`src/rtl/core/s1md_pkg.sv`:
```
// ----------------------------------------------------------------------------
// s1md_pkg: shared types and constants of the SHA-1 digest unit
// Request and response payloads, the word passed from front to back, and
// the fixed constants of the algorithm.
// ----------------------------------------------------------------------------
package s1md_pkg;

   typedef struct packed {
      logic [7:0] data_byte;
      logic       has_byte;
      logic       last_byte;
   } req_type;

   typedef struct packed {
      logic [31:0] digest_word;
      logic [2:0]  word_index;
      logic        last_word;
   } rsp_type;

   // One big-endian message word on its way to the round engine.
   typedef struct packed {
      logic [31:0] word;
      logic        last_block;   // last word of the final padded block
   } msg_word_type;

   // Initial chaining values, entry 0 is h0.
   localparam logic [4:0][31:0] H_INIT = {
      32'hC3D2E1F0, 32'h10325476, 32'h98BADCFE, 32'hEFCDAB89, 32'h67452301
   };

   localparam logic [31:0] K_0 = 32'h5A827999;
   localparam logic [31:0] K_1 = 32'h6ED9EBA1;
   localparam logic [31:0] K_2 = 32'h8F1BBCDC;
   localparam logic [31:0] K_3 = 32'hCA62C1D6;

   localparam logic [7:0] PAD_MARK = 8'h80;

   // Last byte position before the length field, and the final position.
   localparam logic [5:0] POS_BEFORE_LEN = 6'd55;
   localparam logic [5:0] POS_LAST       = 6'd63;

   localparam logic [2:0] WORD_INDEX_LAST = 3'd4;

endpackage

```
`src/rtl/core/sha1_message_digest_unit.sv`:
```
// ----------------------------------------------------------------------------
// sha1_message_digest_unit: streaming SHA-1 digest engine
// Takes a message one byte per request and returns the 160-bit digest as
// five 32-bit words.
// ----------------------------------------------------------------------------
// Usage:
//   Request side: drive req_data and raise push; a request is taken on a
//   clock edge with push high and full low. A request may carry no byte
//   (has_byte low); with last_byte high it closes the message, so an empty
//   message is one request with has_byte low and last_byte high.
//   Response side: while empty is low, rsp_data holds the oldest digest
//   word; pop takes it. Five words, h0 to h4, follow each message, the
//   fifth with last_word set.
//   Timing: the intake takes one byte per cycle while it is not padding
//   and the queue has room, and packs four into a word; padding and length
//   bytes (up to 72) also go at one byte per cycle while the queue has room.
//   The round engine loads the working words, runs the 80 SHA-1 rounds, one
//   per cycle, and folds the result into the chaining words for each 64-byte
//   block; the single round adder bounds the streaming rate. Rounds 0 to 15
//   wait on the word queue when it runs dry.
//   Reset: synchronous, clears the queue, the bit count and restores the
//   initial chaining words. A stalled response side holds the engine in
//   its output state; the intake keeps filling the queue until it is full.
// ----------------------------------------------------------------------------
module sha1_message_digest_unit #(
   parameter int QUEUE_DEPTH = 16
) (
   input  logic              clock,
   input  logic              reset,
   input  logic              push,
   output logic              full,
   input  s1md_pkg::req_type req_data,
   output logic              empty,
   input  logic              pop,
   output s1md_pkg::rsp_type rsp_data
);

   logic                   q_wr_valid;
   s1md_pkg::msg_word_type q_wr_entry;
   logic                   q_wr_full;
   logic                   q_rd_pop;
   s1md_pkg::msg_word_type q_rd_entry;
   logic                   q_rd_empty;

   // Intake: pack bytes into words and append padding.
   s1md_front u_front (
      .clock    (clock),
      .reset    (reset),
      .push     (push),
      .full     (full),
      .req_data (req_data),
      .wr_valid (q_wr_valid),
      .wr_entry (q_wr_entry),
      .wr_full  (q_wr_full)
   );

   // Decouple intake from the rounds; hold up to QUEUE_DEPTH words, one block at the default depth.
   s1md_queue #(
      .DEPTH (QUEUE_DEPTH)
   ) u_queue (
      .clock    (clock),
      .reset    (reset),
      .wr_valid (q_wr_valid),
      .wr_entry (q_wr_entry),
      .wr_full  (q_wr_full),
      .rd_pop   (q_rd_pop),
      .rd_entry (q_rd_entry),
      .rd_empty (q_rd_empty)
   );

   // Round engine and digest output.
   s1md_back u_back (
      .clock    (clock),
      .reset    (reset),
      .rd_entry (q_rd_entry),
      .rd_empty (q_rd_empty),
      .rd_pop   (q_rd_pop),
      .empty    (empty),
      .pop      (pop),
      .rsp_data (rsp_data)
   );

endmodule

```
`src/rtl/core/s1md_front.sv`:
```
// ----------------------------------------------------------------------------
// s1md_front: byte intake and padding
// Packs message bytes into big-endian words, generates the padding and
// length bytes after the end of a message, and hands words to the queue.
// ----------------------------------------------------------------------------
module s1md_front (
   input  logic                   clock,
   input  logic                   reset,
   input  logic                   push,
   output logic                   full,
   input  s1md_pkg::req_type      req_data,
   output logic                   wr_valid,
   output s1md_pkg::msg_word_type wr_entry,
   input  logic                   wr_full
);

   localparam logic [1:0] ST_IDLE = 2'd0;
   localparam logic [1:0] ST_MARK = 2'd1;
   localparam logic [1:0] ST_ZERO = 2'd2;
   localparam logic [1:0] ST_LEN  = 2'd3;

   logic [1:0]  state_ff, state_in;
   logic [5:0]  pos_ff, pos_in;
   logic [23:0] acc_ff, acc_in;
   logic [63:0] bit_count_ff, bit_count_in;

   logic        accept;
   logic        emit;
   logic [7:0]  emit_byte;
   logic [63:0] len_shift;

   assign full      = (state_ff != ST_IDLE) || wr_full;
   assign accept    = push && !full;
   assign len_shift = bit_count_ff >> {~pos_ff[2:0], 3'b000};

   always_comb begin
      emit      = 1'b0;
      emit_byte = req_data.data_byte;
      case (state_ff)
         ST_IDLE: begin
            emit = accept && req_data.has_byte;
         end
         ST_MARK: begin
            emit      = !wr_full;
            emit_byte = s1md_pkg::PAD_MARK;
         end
         ST_ZERO: begin
            emit      = !wr_full;
            emit_byte = 8'h00;
         end
         ST_LEN: begin
            emit      = !wr_full;
            emit_byte = len_shift[7:0];
         end
         default: begin
            emit = 1'b0;
         end
      endcase
   end

   assign wr_valid            = emit && (pos_ff[1:0] == 2'b11);
   assign wr_entry.word       = {acc_ff, emit_byte};
   assign wr_entry.last_block = (state_ff == ST_LEN) && (pos_ff == s1md_pkg::POS_LAST);

   always_comb begin
      state_in     = state_ff;
      pos_in       = pos_ff;
      acc_in       = acc_ff;
      bit_count_in = bit_count_ff;
      if (emit) begin
         pos_in = pos_ff + 6'd1;
         acc_in = {acc_ff[15:0], emit_byte};
      end
      case (state_ff)
         ST_IDLE: begin
            if (accept && req_data.has_byte) begin
               bit_count_in = bit_count_ff + 64'd8;
            end
            if (accept && req_data.last_byte) begin
               state_in = ST_MARK;
            end
         end
         ST_MARK, ST_ZERO: begin
            if (emit && (pos_ff == s1md_pkg::POS_BEFORE_LEN)) begin
               state_in = ST_LEN;
            end else if (emit) begin
               state_in = ST_ZERO;
            end
         end
         ST_LEN: begin
            if (emit && (pos_ff == s1md_pkg::POS_LAST)) begin
               state_in     = ST_IDLE;
               bit_count_in = 64'd0;
            end
         end
         default: begin
            state_in = ST_IDLE;
         end
      endcase
   end

   always_ff @(posedge clock) begin
      if (reset) begin
         state_ff     <= ST_IDLE;
         pos_ff       <= 6'd0;
         bit_count_ff <= 64'd0;
      end else begin
         state_ff     <= state_in;
         pos_ff       <= pos_in;
         bit_count_ff <= bit_count_in;
      end
   end

   always_ff @(posedge clock) begin
      acc_ff <= acc_in;
   end

endmodule

```
`src/rtl/core/s1md_queue.sv`:
```
// ----------------------------------------------------------------------------
// s1md_queue: word queue between intake and round engine
// A small first-in first-out store of message words.
// ----------------------------------------------------------------------------
module s1md_queue #(
   parameter int DEPTH = 16
) (
   input  logic                   clock,
   input  logic                   reset,
   input  logic                   wr_valid,
   input  s1md_pkg::msg_word_type wr_entry,
   output logic                   wr_full,
   input  logic                   rd_pop,
   output s1md_pkg::msg_word_type rd_entry,
   output logic                   rd_empty
);

   localparam int IW = $clog2(DEPTH);
   localparam int CW = $clog2(DEPTH + 1);

   s1md_pkg::msg_word_type entry_ff [DEPTH];
   logic [IW-1:0] wr_ptr_ff, wr_ptr_in;
   logic [IW-1:0] rd_ptr_ff, rd_ptr_in;
   logic [CW-1:0] count_ff, count_in;
   logic          do_wr, do_rd;

   assign wr_full  = (count_ff == CW'(DEPTH));
   assign rd_empty = (count_ff == '0);
   assign rd_entry = entry_ff[rd_ptr_ff];
   assign do_wr    = wr_valid && !wr_full;
   assign do_rd    = rd_pop && !rd_empty;

   always_comb begin
      wr_ptr_in = wr_ptr_ff;
      rd_ptr_in = rd_ptr_ff;
      count_in  = count_ff;
      if (do_wr) begin
         wr_ptr_in = (wr_ptr_ff == IW'(DEPTH - 1)) ? '0 : wr_ptr_ff + IW'(1);
      end
      if (do_rd) begin
         rd_ptr_in = (rd_ptr_ff == IW'(DEPTH - 1)) ? '0 : rd_ptr_ff + IW'(1);
      end
      if (do_wr && !do_rd) begin
         count_in = count_ff + CW'(1);
      end else if (do_rd && !do_wr) begin
         count_in = count_ff - CW'(1);
      end
   end

   always_ff @(posedge clock) begin
      if (reset) begin
         wr_ptr_ff <= '0;
         rd_ptr_ff <= '0;
         count_ff  <= '0;
      end else begin
         wr_ptr_ff <= wr_ptr_in;
         rd_ptr_ff <= rd_ptr_in;
         count_ff  <= count_in;
      end
   end

   always_ff @(posedge clock) begin
      if (do_wr) begin
         entry_ff[wr_ptr_ff] <= wr_entry;
      end
   end

endmodule

```
`src/rtl/core/s1md_back.sv`:
```
// ----------------------------------------------------------------------------
// s1md_back: SHA-1 round engine
// Runs one round per cycle (rounds 0-15 wait on an empty queue) over each
// 16-word block, folds the result into the chaining words, presents the digest.
// ----------------------------------------------------------------------------
module s1md_back (
   input  logic                   clock,
   input  logic                   reset,
   input  s1md_pkg::msg_word_type rd_entry,
   input  logic                   rd_empty,
   output logic                   rd_pop,
   output logic                   empty,
   input  logic                   pop,
   output s1md_pkg::rsp_type      rsp_data
);

   localparam logic [1:0] ST_IDLE  = 2'd0;
   localparam logic [1:0] ST_ROUND = 2'd1;
   localparam logic [1:0] ST_FOLD  = 2'd2;
   localparam logic [1:0] ST_OUT   = 2'd3;

   localparam logic [6:0] ROUND_MSG_END = 7'd16;
   localparam logic [6:0] ROUND_G1      = 7'd20;
   localparam logic [6:0] ROUND_G2      = 7'd40;
   localparam logic [6:0] ROUND_G3      = 7'd60;
   localparam logic [6:0] ROUND_LAST_W  = 7'd15;
   localparam logic [6:0] ROUND_LAST    = 7'd79;

   logic [1:0]        state_ff, state_in;
   logic [6:0]        rnd_ff, rnd_in;
   logic [2:0]        idx_ff, idx_in;
   logic              last_ff, last_in;
   logic [4:0][31:0]  chain_ff, chain_in;
   logic [4:0][31:0]  work_ff, work_in;
   logic [15:0][31:0] sched_ff, sched_in;

   logic        in_msg, step;
   logic [31:0] w_mix, w_new, f, k, t;
   logic [31:0] a, b, c, d, e;

   assign a = work_ff[0];
   assign b = work_ff[1];
   assign c = work_ff[2];
   assign d = work_ff[3];
   assign e = work_ff[4];

   assign in_msg = (rnd_ff < ROUND_MSG_END);
   assign step   = (state_ff == ST_ROUND) && (!in_msg || !rd_empty);
   assign rd_pop = (state_ff == ST_ROUND) && in_msg && !rd_empty;

   assign w_mix = sched_ff[13] ^ sched_ff[8] ^ sched_ff[2] ^ sched_ff[0];
   assign w_new = in_msg ? rd_entry.word : {w_mix[30:0], w_mix[31]};

   always_comb begin
      if (rnd_ff < ROUND_G1) begin
         f = (b & c) | (~b & d);
         k = s1md_pkg::K_0;
      end else if (rnd_ff < ROUND_G2) begin
         f = b ^ c ^ d;
         k = s1md_pkg::K_1;
      end else if (rnd_ff < ROUND_G3) begin
         f = (b & c) | (b & d) | (c & d);
         k = s1md_pkg::K_2;
      end else begin
         f = b ^ c ^ d;
         k = s1md_pkg::K_3;
      end
   end

   assign t = {a[26:0], a[31:27]} + f + e + k + w_new;

   assign empty                = (state_ff != ST_OUT);
   assign rsp_data.digest_word = chain_ff[idx_ff];
   assign rsp_data.word_index  = idx_ff;
   assign rsp_data.last_word   = (idx_ff == s1md_pkg::WORD_INDEX_LAST);

   always_comb begin
      state_in = state_ff;
      rnd_in   = rnd_ff;
      idx_in   = idx_ff;
      last_in  = last_ff;
      chain_in = chain_ff;
      work_in  = work_ff;
      sched_in = sched_ff;
      case (state_ff)
         ST_IDLE: begin
            if (!rd_empty) begin
               work_in  = chain_ff;
               rnd_in   = 7'd0;
               state_in = ST_ROUND;
            end
         end
         ST_ROUND: begin
            if (step) begin
               sched_in = {w_new, sched_ff[15:1]};
               work_in  = {d, c, {b[1:0], b[31:2]}, a, t};
               rnd_in   = rnd_ff + 7'd1;
               if (rnd_ff == ROUND_LAST_W) begin
                  last_in = rd_entry.last_block;
               end
               if (rnd_ff == ROUND_LAST) begin
                  state_in = ST_FOLD;
               end
            end
         end
         ST_FOLD: begin
            for (int i = 0; i < 5; i++) begin
               chain_in[i] = chain_ff[i] + work_ff[i];
            end
            idx_in   = 3'd0;
            state_in = last_ff ? ST_OUT : ST_IDLE;
         end
         ST_OUT: begin
            if (pop) begin
               if (idx_ff == s1md_pkg::WORD_INDEX_LAST) begin
                  chain_in = s1md_pkg::H_INIT;
                  state_in = ST_IDLE;
               end else begin
                  idx_in = idx_ff + 3'd1;
               end
            end
         end
         default: begin
            state_in = ST_IDLE;
         end
      endcase
   end

   always_ff @(posedge clock) begin
      if (reset) begin
         state_ff <= ST_IDLE;
         rnd_ff   <= 7'd0;
         idx_ff   <= 3'd0;
         last_ff  <= 1'b0;
         chain_ff <= s1md_pkg::H_INIT;
      end else begin
         state_ff <= state_in;
         rnd_ff   <= rnd_in;
         idx_ff   <= idx_in;
         last_ff  <= last_in;
         chain_ff <= chain_in;
      end
   end

   always_ff @(posedge clock) begin
      work_ff  <= work_in;
      sched_ff <= sched_in;
   end

endmodule

```
`config.mk`:
```
export PLATFORM = sky130hd
export DESIGN_NAME = sha1_message_digest_unit
export DESIGN_NICKNAME = d
export VERILOG_FILES = /design/src/rtl/core/s1md_pkg.sv /design/src/rtl/core/sha1_message_digest_unit.sv /design/src/rtl/core/s1md_front.sv /design/src/rtl/core/s1md_queue.sv /design/src/rtl/core/s1md_back.sv
export SDC_FILE = /design/constraint.sdc
export NUM_CORES = 2
export LEC_CHECK = 0
export BUFFER_PORTS_ARGS = -buffer_cell sky130_fd_sc_hd__buf_4
export CAP_MARGIN = 15
export CORE_ASPECT_RATIO = 1.5
export CORE_MARGIN = 2
export CORE_UTILIZATION = 66
export CTS_BUF_LIST = sky130_fd_sc_hd__clkbuf_8
export DETAILED_ROUTE_END_ITERATION = 10
export PLACE_DENSITY_LB_ADDON = 0.08
export REMOVE_ABC_BUFFERS = 1
export SLEW_MARGIN = 20
export SYNTH_ARGS = -nofsm -noshare
export SYNTH_HDL_FRONTEND = slang
export SYNTH_SLANG_ARGS = --single-unit
```
`constraint.sdc`:
```
create_clock -name clock -period 31.1 [get_ports clock]
set_input_delay 3.11 -clock clock [delete_from_list [all_inputs] [get_ports clock]]
set_output_delay 3.11 -clock clock [all_outputs]
set_load 0.05 [all_outputs]
```
# After elaboration in Yosys (flattened, before gate mapping)
# Memory sizes are Yosys's and may differ from the RTL's. A register that Yosys moved wholly into a read port is not among the register bits.
# Index checks and enable logic that the tools add are counted.
[op_classes] shifts=1 mux=46 n_lt_le_gt_ge=5 reduce_logical=40 bitwise_logic=14 n_eq_ne=26 addsub=17
[ops] cell="$mux W160" n=4
[ops] cell="$pmux W160 S2" n=2
[ops] cell="$add A32 B32 Y32" n=9
[ops] cell="$mux W32" n=7
[ops] cell="$xor A32 B32 Y32" n=5
[ops] cell="$and A32 B32 Y32" n=4
[ops] cell="$mux W64" n=2
[ops] cell="$pmux W64 S2" n=1
[ops] cell="$bmux W32 S3" n=1
[ops] cell="$or A32 B32 Y32" n=3
[ops] cell="$add A64 B4 Y64 const B" n=1
[ops] cell="$shr A64 B6 Y8" n=1
[ops] cell="$not A32 Y32" n=1
[ops] cell="$mux W31" n=1
[ops] cell="$pmux W8 S3" n=1
[ops] cell="$mux W2" n=10
[ops] cell="$reduce_and A3 Y1" n=6
[ops] cell="$mux W4" n=4
[ops] cell="$logic_and A1 B1 Y1" n=14
[ops] cell="$lt A7 B5 Y1 const B" n=2
[ops] cell="$lt A7 B6 Y1 const B" n=2
[ops] cell="$mux W7" n=2
[ops] cell="$ne A2 B2 Y1 const B" n=7
[ops] cell="$pmux W7 S2" n=1
[ops] cell="other kinds (34)" n=58
[word_totals] ff_bits=954 out_inout_bits=38 mem_bits_rw=528 wordCells=187 mem_count=1 inputBits=14
[mem_list] name="u_queue.entry_ff" words=16 width=33 rd=1 rd_clocked_by_memory_dff=1 write_ports=1 line="s1md_queue.sv:21" rtl="s1md_pkg::msg_word_type entry_ff [DEPTH];"

# Depth between registers and ports, before layout
[logic_depth] depth_word=12 mapped_depth=25 ltp_nobuf=23

# Cells and area by module
# A second synthesis with hierarchy kept.
[unflattened] cells_unflattened=5142 hier_area_um2=68300.5
[by_module_without_submodules] module="s1md_back" n_inst=1 area_per_inst_um2=42821.1 seq_area_each_um2=23642.7 cells_each=3710
[by_module_without_submodules] module="s1md_queue" n_inst=1 area_per_inst_um2=20671.1 seq_area_each_um2=16195.5 cells_each=924
[by_module_without_submodules] module="s1md_front" n_inst=1 area_per_inst_um2=4808.4 seq_area_each_um2=2102.0 cells_each=508

# Least setup slack after synthesis
# OpenSTA, ideal clock, no wires.
[synth_path] kind="register -> register" start="register u_back.state_ff[0]" end="register u_back.sched_ff[0] (netlist name), enable pin" path_stages_with_launch=6 n_path_buf=3 path_slack_ps=3985 t_arrival_ps=25550 period_less_slack_ps=27115 setup_ps=1565 required_ps=29535 cell_sequence="dfxtp_1 -> clkbuf_1 -> nand2b_1 -> clkbuf_1 -> clkbuf_1 -> a21oi_1"
[synth_via] elab_chain_len=3
[synth_rtl] element="start, declared" line="s1md_back.sv:29" rtl="logic [1:0] state_ff, state_in;"
[synth_rtl] element="start signal, assigned" line="s1md_back.sv:137" rtl="state_ff <= state_in;"
[synth_rtl] element="$eq A2 B1 Y1 *" line="s1md_back.sv:48, s1md_back.sv:85"
[synth_rtl] element="$logic_and A1 B1 Y1" line="s1md_back.sv:48" rtl="assign step = (state_ff == ST_ROUND) && (!in_msg || !rd_empty);"
[synth_rtl] element="$reduce_and A2 Y1 (no line) *"
[synth_rtl] element="end signal, assigned" line="s1md_back.sv:147" rtl="sched_ff <= sched_in;"
[synth_rtl] element="end, declared" line="s1md_back.sv:35" rtl="logic [15:0][31:0] sched_ff, sched_in;"
# Mark *: on every way between the ends. The rest lies on a longest branch, timed or not.
# A chain may end at the register's enable or synchronous reset.

==> run metrics <==
Area Overhead vs Synth=9.02%; postcts setup bufs=0; list of most frequent post-synthesis cells=1224 x edfxtp_1, 637 x nand2_1, 302 x inv_1, 262 x nor2_1, 260 x o21ai_0; met1 usage=39.8%; total grt overflow=0; clock skew=55.6 ps; setup violators final=0; CP Class=reg -> reg; Worst slew margin=18.4%; Yosys reg bits=1483; Max Cap Violations=0; most frequent cell after synthesis=edfxtp_1; vias in the first global route=41700; WP data arrival=7810 ps; Ys Warns=0; Die Ht=397 um; Hold Fails Final Rpt=0; most area-consuming cells after synthesis=edfxtp_1 54%, dfxtp_1 7.6%, mux4_2 7.0%; routing usage on met2=53.2%; Most used DFF post-synth=edfxtp_1; I/O pin count=52; dpl hpwl=111 mm; reg2reg start=u_back.rnd_ff[4]; total power draw=5830 uW; async set or reset register ratio after synthesis=0%; largest net degree at the start of global routing=204; post-synth cell types=82; Critical Path End Type=register; HP Start=u_back.sched_ff[299]; final worst path period share=23.1%; first-pass GRT wire length=250 mm; fin area=74000 um^2; Post-synth EDFFs=1224; final non-filler cell total=6631; Buffers on Ports=51; max-slew violations=0; RSZ-0062 raised after global routing=false; core area=102000 um^2; row count=144; Fmax=139 MHz; DIE WIDTH=266 um; fillers=6873; CTS resizes=0; number of CTS-inserted buffers=207; Synth top area share=54.1%; hold buffers post-CTS=0; layout cell share with drive strength beyond 1=12.5%; first drt pass iteration count=5; biggest area consumer among synthesized cells=edfxtp_1; via count=41600; status=finished, final reports clean; WL/cell=25.3 um; Seq/Total Area, Yosys=61.8%; Slew @ Worst Pin=1210 ps; CTS tree=yes; Skew-Pair Late Insertion Delay=950 ps; GRT Util Overall=32.2%; Vias/cell=6.28; Root Buffer=clkbuf_8; initial antenna violation count=4; Starting Density=66.3%; DRC violations left=0; worst vdd ir=100 uV; Starting DRT DRC Count=3876; storage element area=42000 um^2; DP Area=69900 um^2; GPL Wtd Cong=0.959; Die ar.=106000 um^2; met3 Resource Use GR=5.66%; Routed WL=167 mm; clock buffer depth=3; clock slew at reported path FFs=70 ps; Hold WC Path Type=reg -> reg; Lkg Pwr=0.0268 uW; Multi-input gate area=24200 um^2; final antenna-violating net count=0; Post-Syn Area=67900 um^2; most used routing layer=met2; Inst Count DP=6248; NumNets Final=5492; crit-path max FO=27; Synth Area per Inst=13.6 um^2; synthesized instance count=4989; Tmin final=7170 ps; CTS H-Tree Depth=4; crit start category=register; CP startpoint=u_back.rnd_ff[4]; Power Density=78.8 nW/um^2; Critical Path RT=31740 ps; Clock Sinks=1483
kinds of logic (layout without fill, tap and decap cells):
logic type | after synthesis | in the layout | synth area share [%]
compound gates | 894 | 894 | 8.43
xor+xnor | 324 | 324 | 4.18
fa+ha+maj | 335 | 335 | 7.48
buf+inv | 483 | 808 | 2.68
flops | 1483 | 1483 | 61.8
mux | 259 | 259 | 7.70
other cells | 0 | 3 | 0
simple gates | 1211 | 1211 | 7.77
registers in the layout, indices dropped and copies added (netlist names), 24 cells and up, named ones only:
name                  cells
u_queue.entry_ff        528
u_back.sched_ff         512
u_back.chain_ff         160
u_front.bit_count_ff     61
u_back.a                 32
u_back.b                 32
u_back.c                 32
u_back.d                 32
u_back.e                 32
u_front.acc_ff           24
worst max-delay path, cell delays in order (launching register included):
cell       delay [ps]
dfxtp_1           500
o21ai_0           170
nand2_1           110
buf_4             330
nand2_1           250
nand2_1           750
inv_1             570
o21ai_0           320
ha_1              180
inv_1              50
fa_1              500
inv_1              40
ha_1              210
fa_1              470
a21o_1            180
a21o_1            210
a211oi_1          410
o2111ai_1         220
a211o_1           360
o311ai_0          470
nand3b_1          140
a21oi_1           210
xor2_1            160
o21ai_0            90
metal layers:
layer | up-vias | part of all wire [%]
met5 | - | 0.0060
met4 | 2 | 6.9
met3 | 503 | 6.6
met2 | 1735 | 49
met1 | 20700 | 38
li1 | 18700 | -
where the power goes:
group	switching [uW]	leakage, uW	internal [uW]
registers	174	0.0131	2390
clock network	757	0.00236	741
logic	1080	0.0114	689
total	2010	0.0268	3820
placed cells by master (no fill, tap or decap), drive strengths merged, types with 27 or more instances in the layout:
cell    instances
nor3           45
xor2          115
a21o           95
and3           39
o21a           56
o21ai         266
a22oi          39
inv           384
ha            217
buf           123
clkinv         75
nand3          54
mux2i          43
o21bai         29
clkbuf        213
nand2         637
o22ai          40
nor2b          27
and2           30
mux4          210
xnor2         209
dfxtp         259
fa            118
edfxtp       1224
nor2          263
nand4          27
a21oi         200
through the flow:
step,TNS [ps],hold slack (ps),utilization [%],setup slack [ps]
2_1_floorplan,-2436590,400,-,-4750
3_3_place_gp,0,401,68.3,24200
3_5_place_dp,0,405,68.3,24040
4_1_cts,0,384,72.3,24030
5_1_grt,0,405,72.3,23460
6_report,0,394,72.3,23930
layout make-up:
class,count,share of cell area (%)
repair buffers,123,1.27
multi-input cells,3023,32.7
flip-flops and latches,1483,56.7
clock inverters,167,1.58
inverters,305,1.55
well taps,1314,2.22
clock buffers,213,3.96
diodes,3,0.0101
path summary, 6_finish.rpt:
| path | depth (start not counted) | slack (ps) | end |
|---|---|---|---|
| max | 23 | 23930 | u_back.a[29] |
| min | 0 | 390 | u_back.sched_ff[267] |
| max reg2reg | 23 | 23930 | u_back.a[29] |
| min reg2reg | 0 | 390 | u_back.sched_ff[267] |
(Power assumes the default switching activity.)
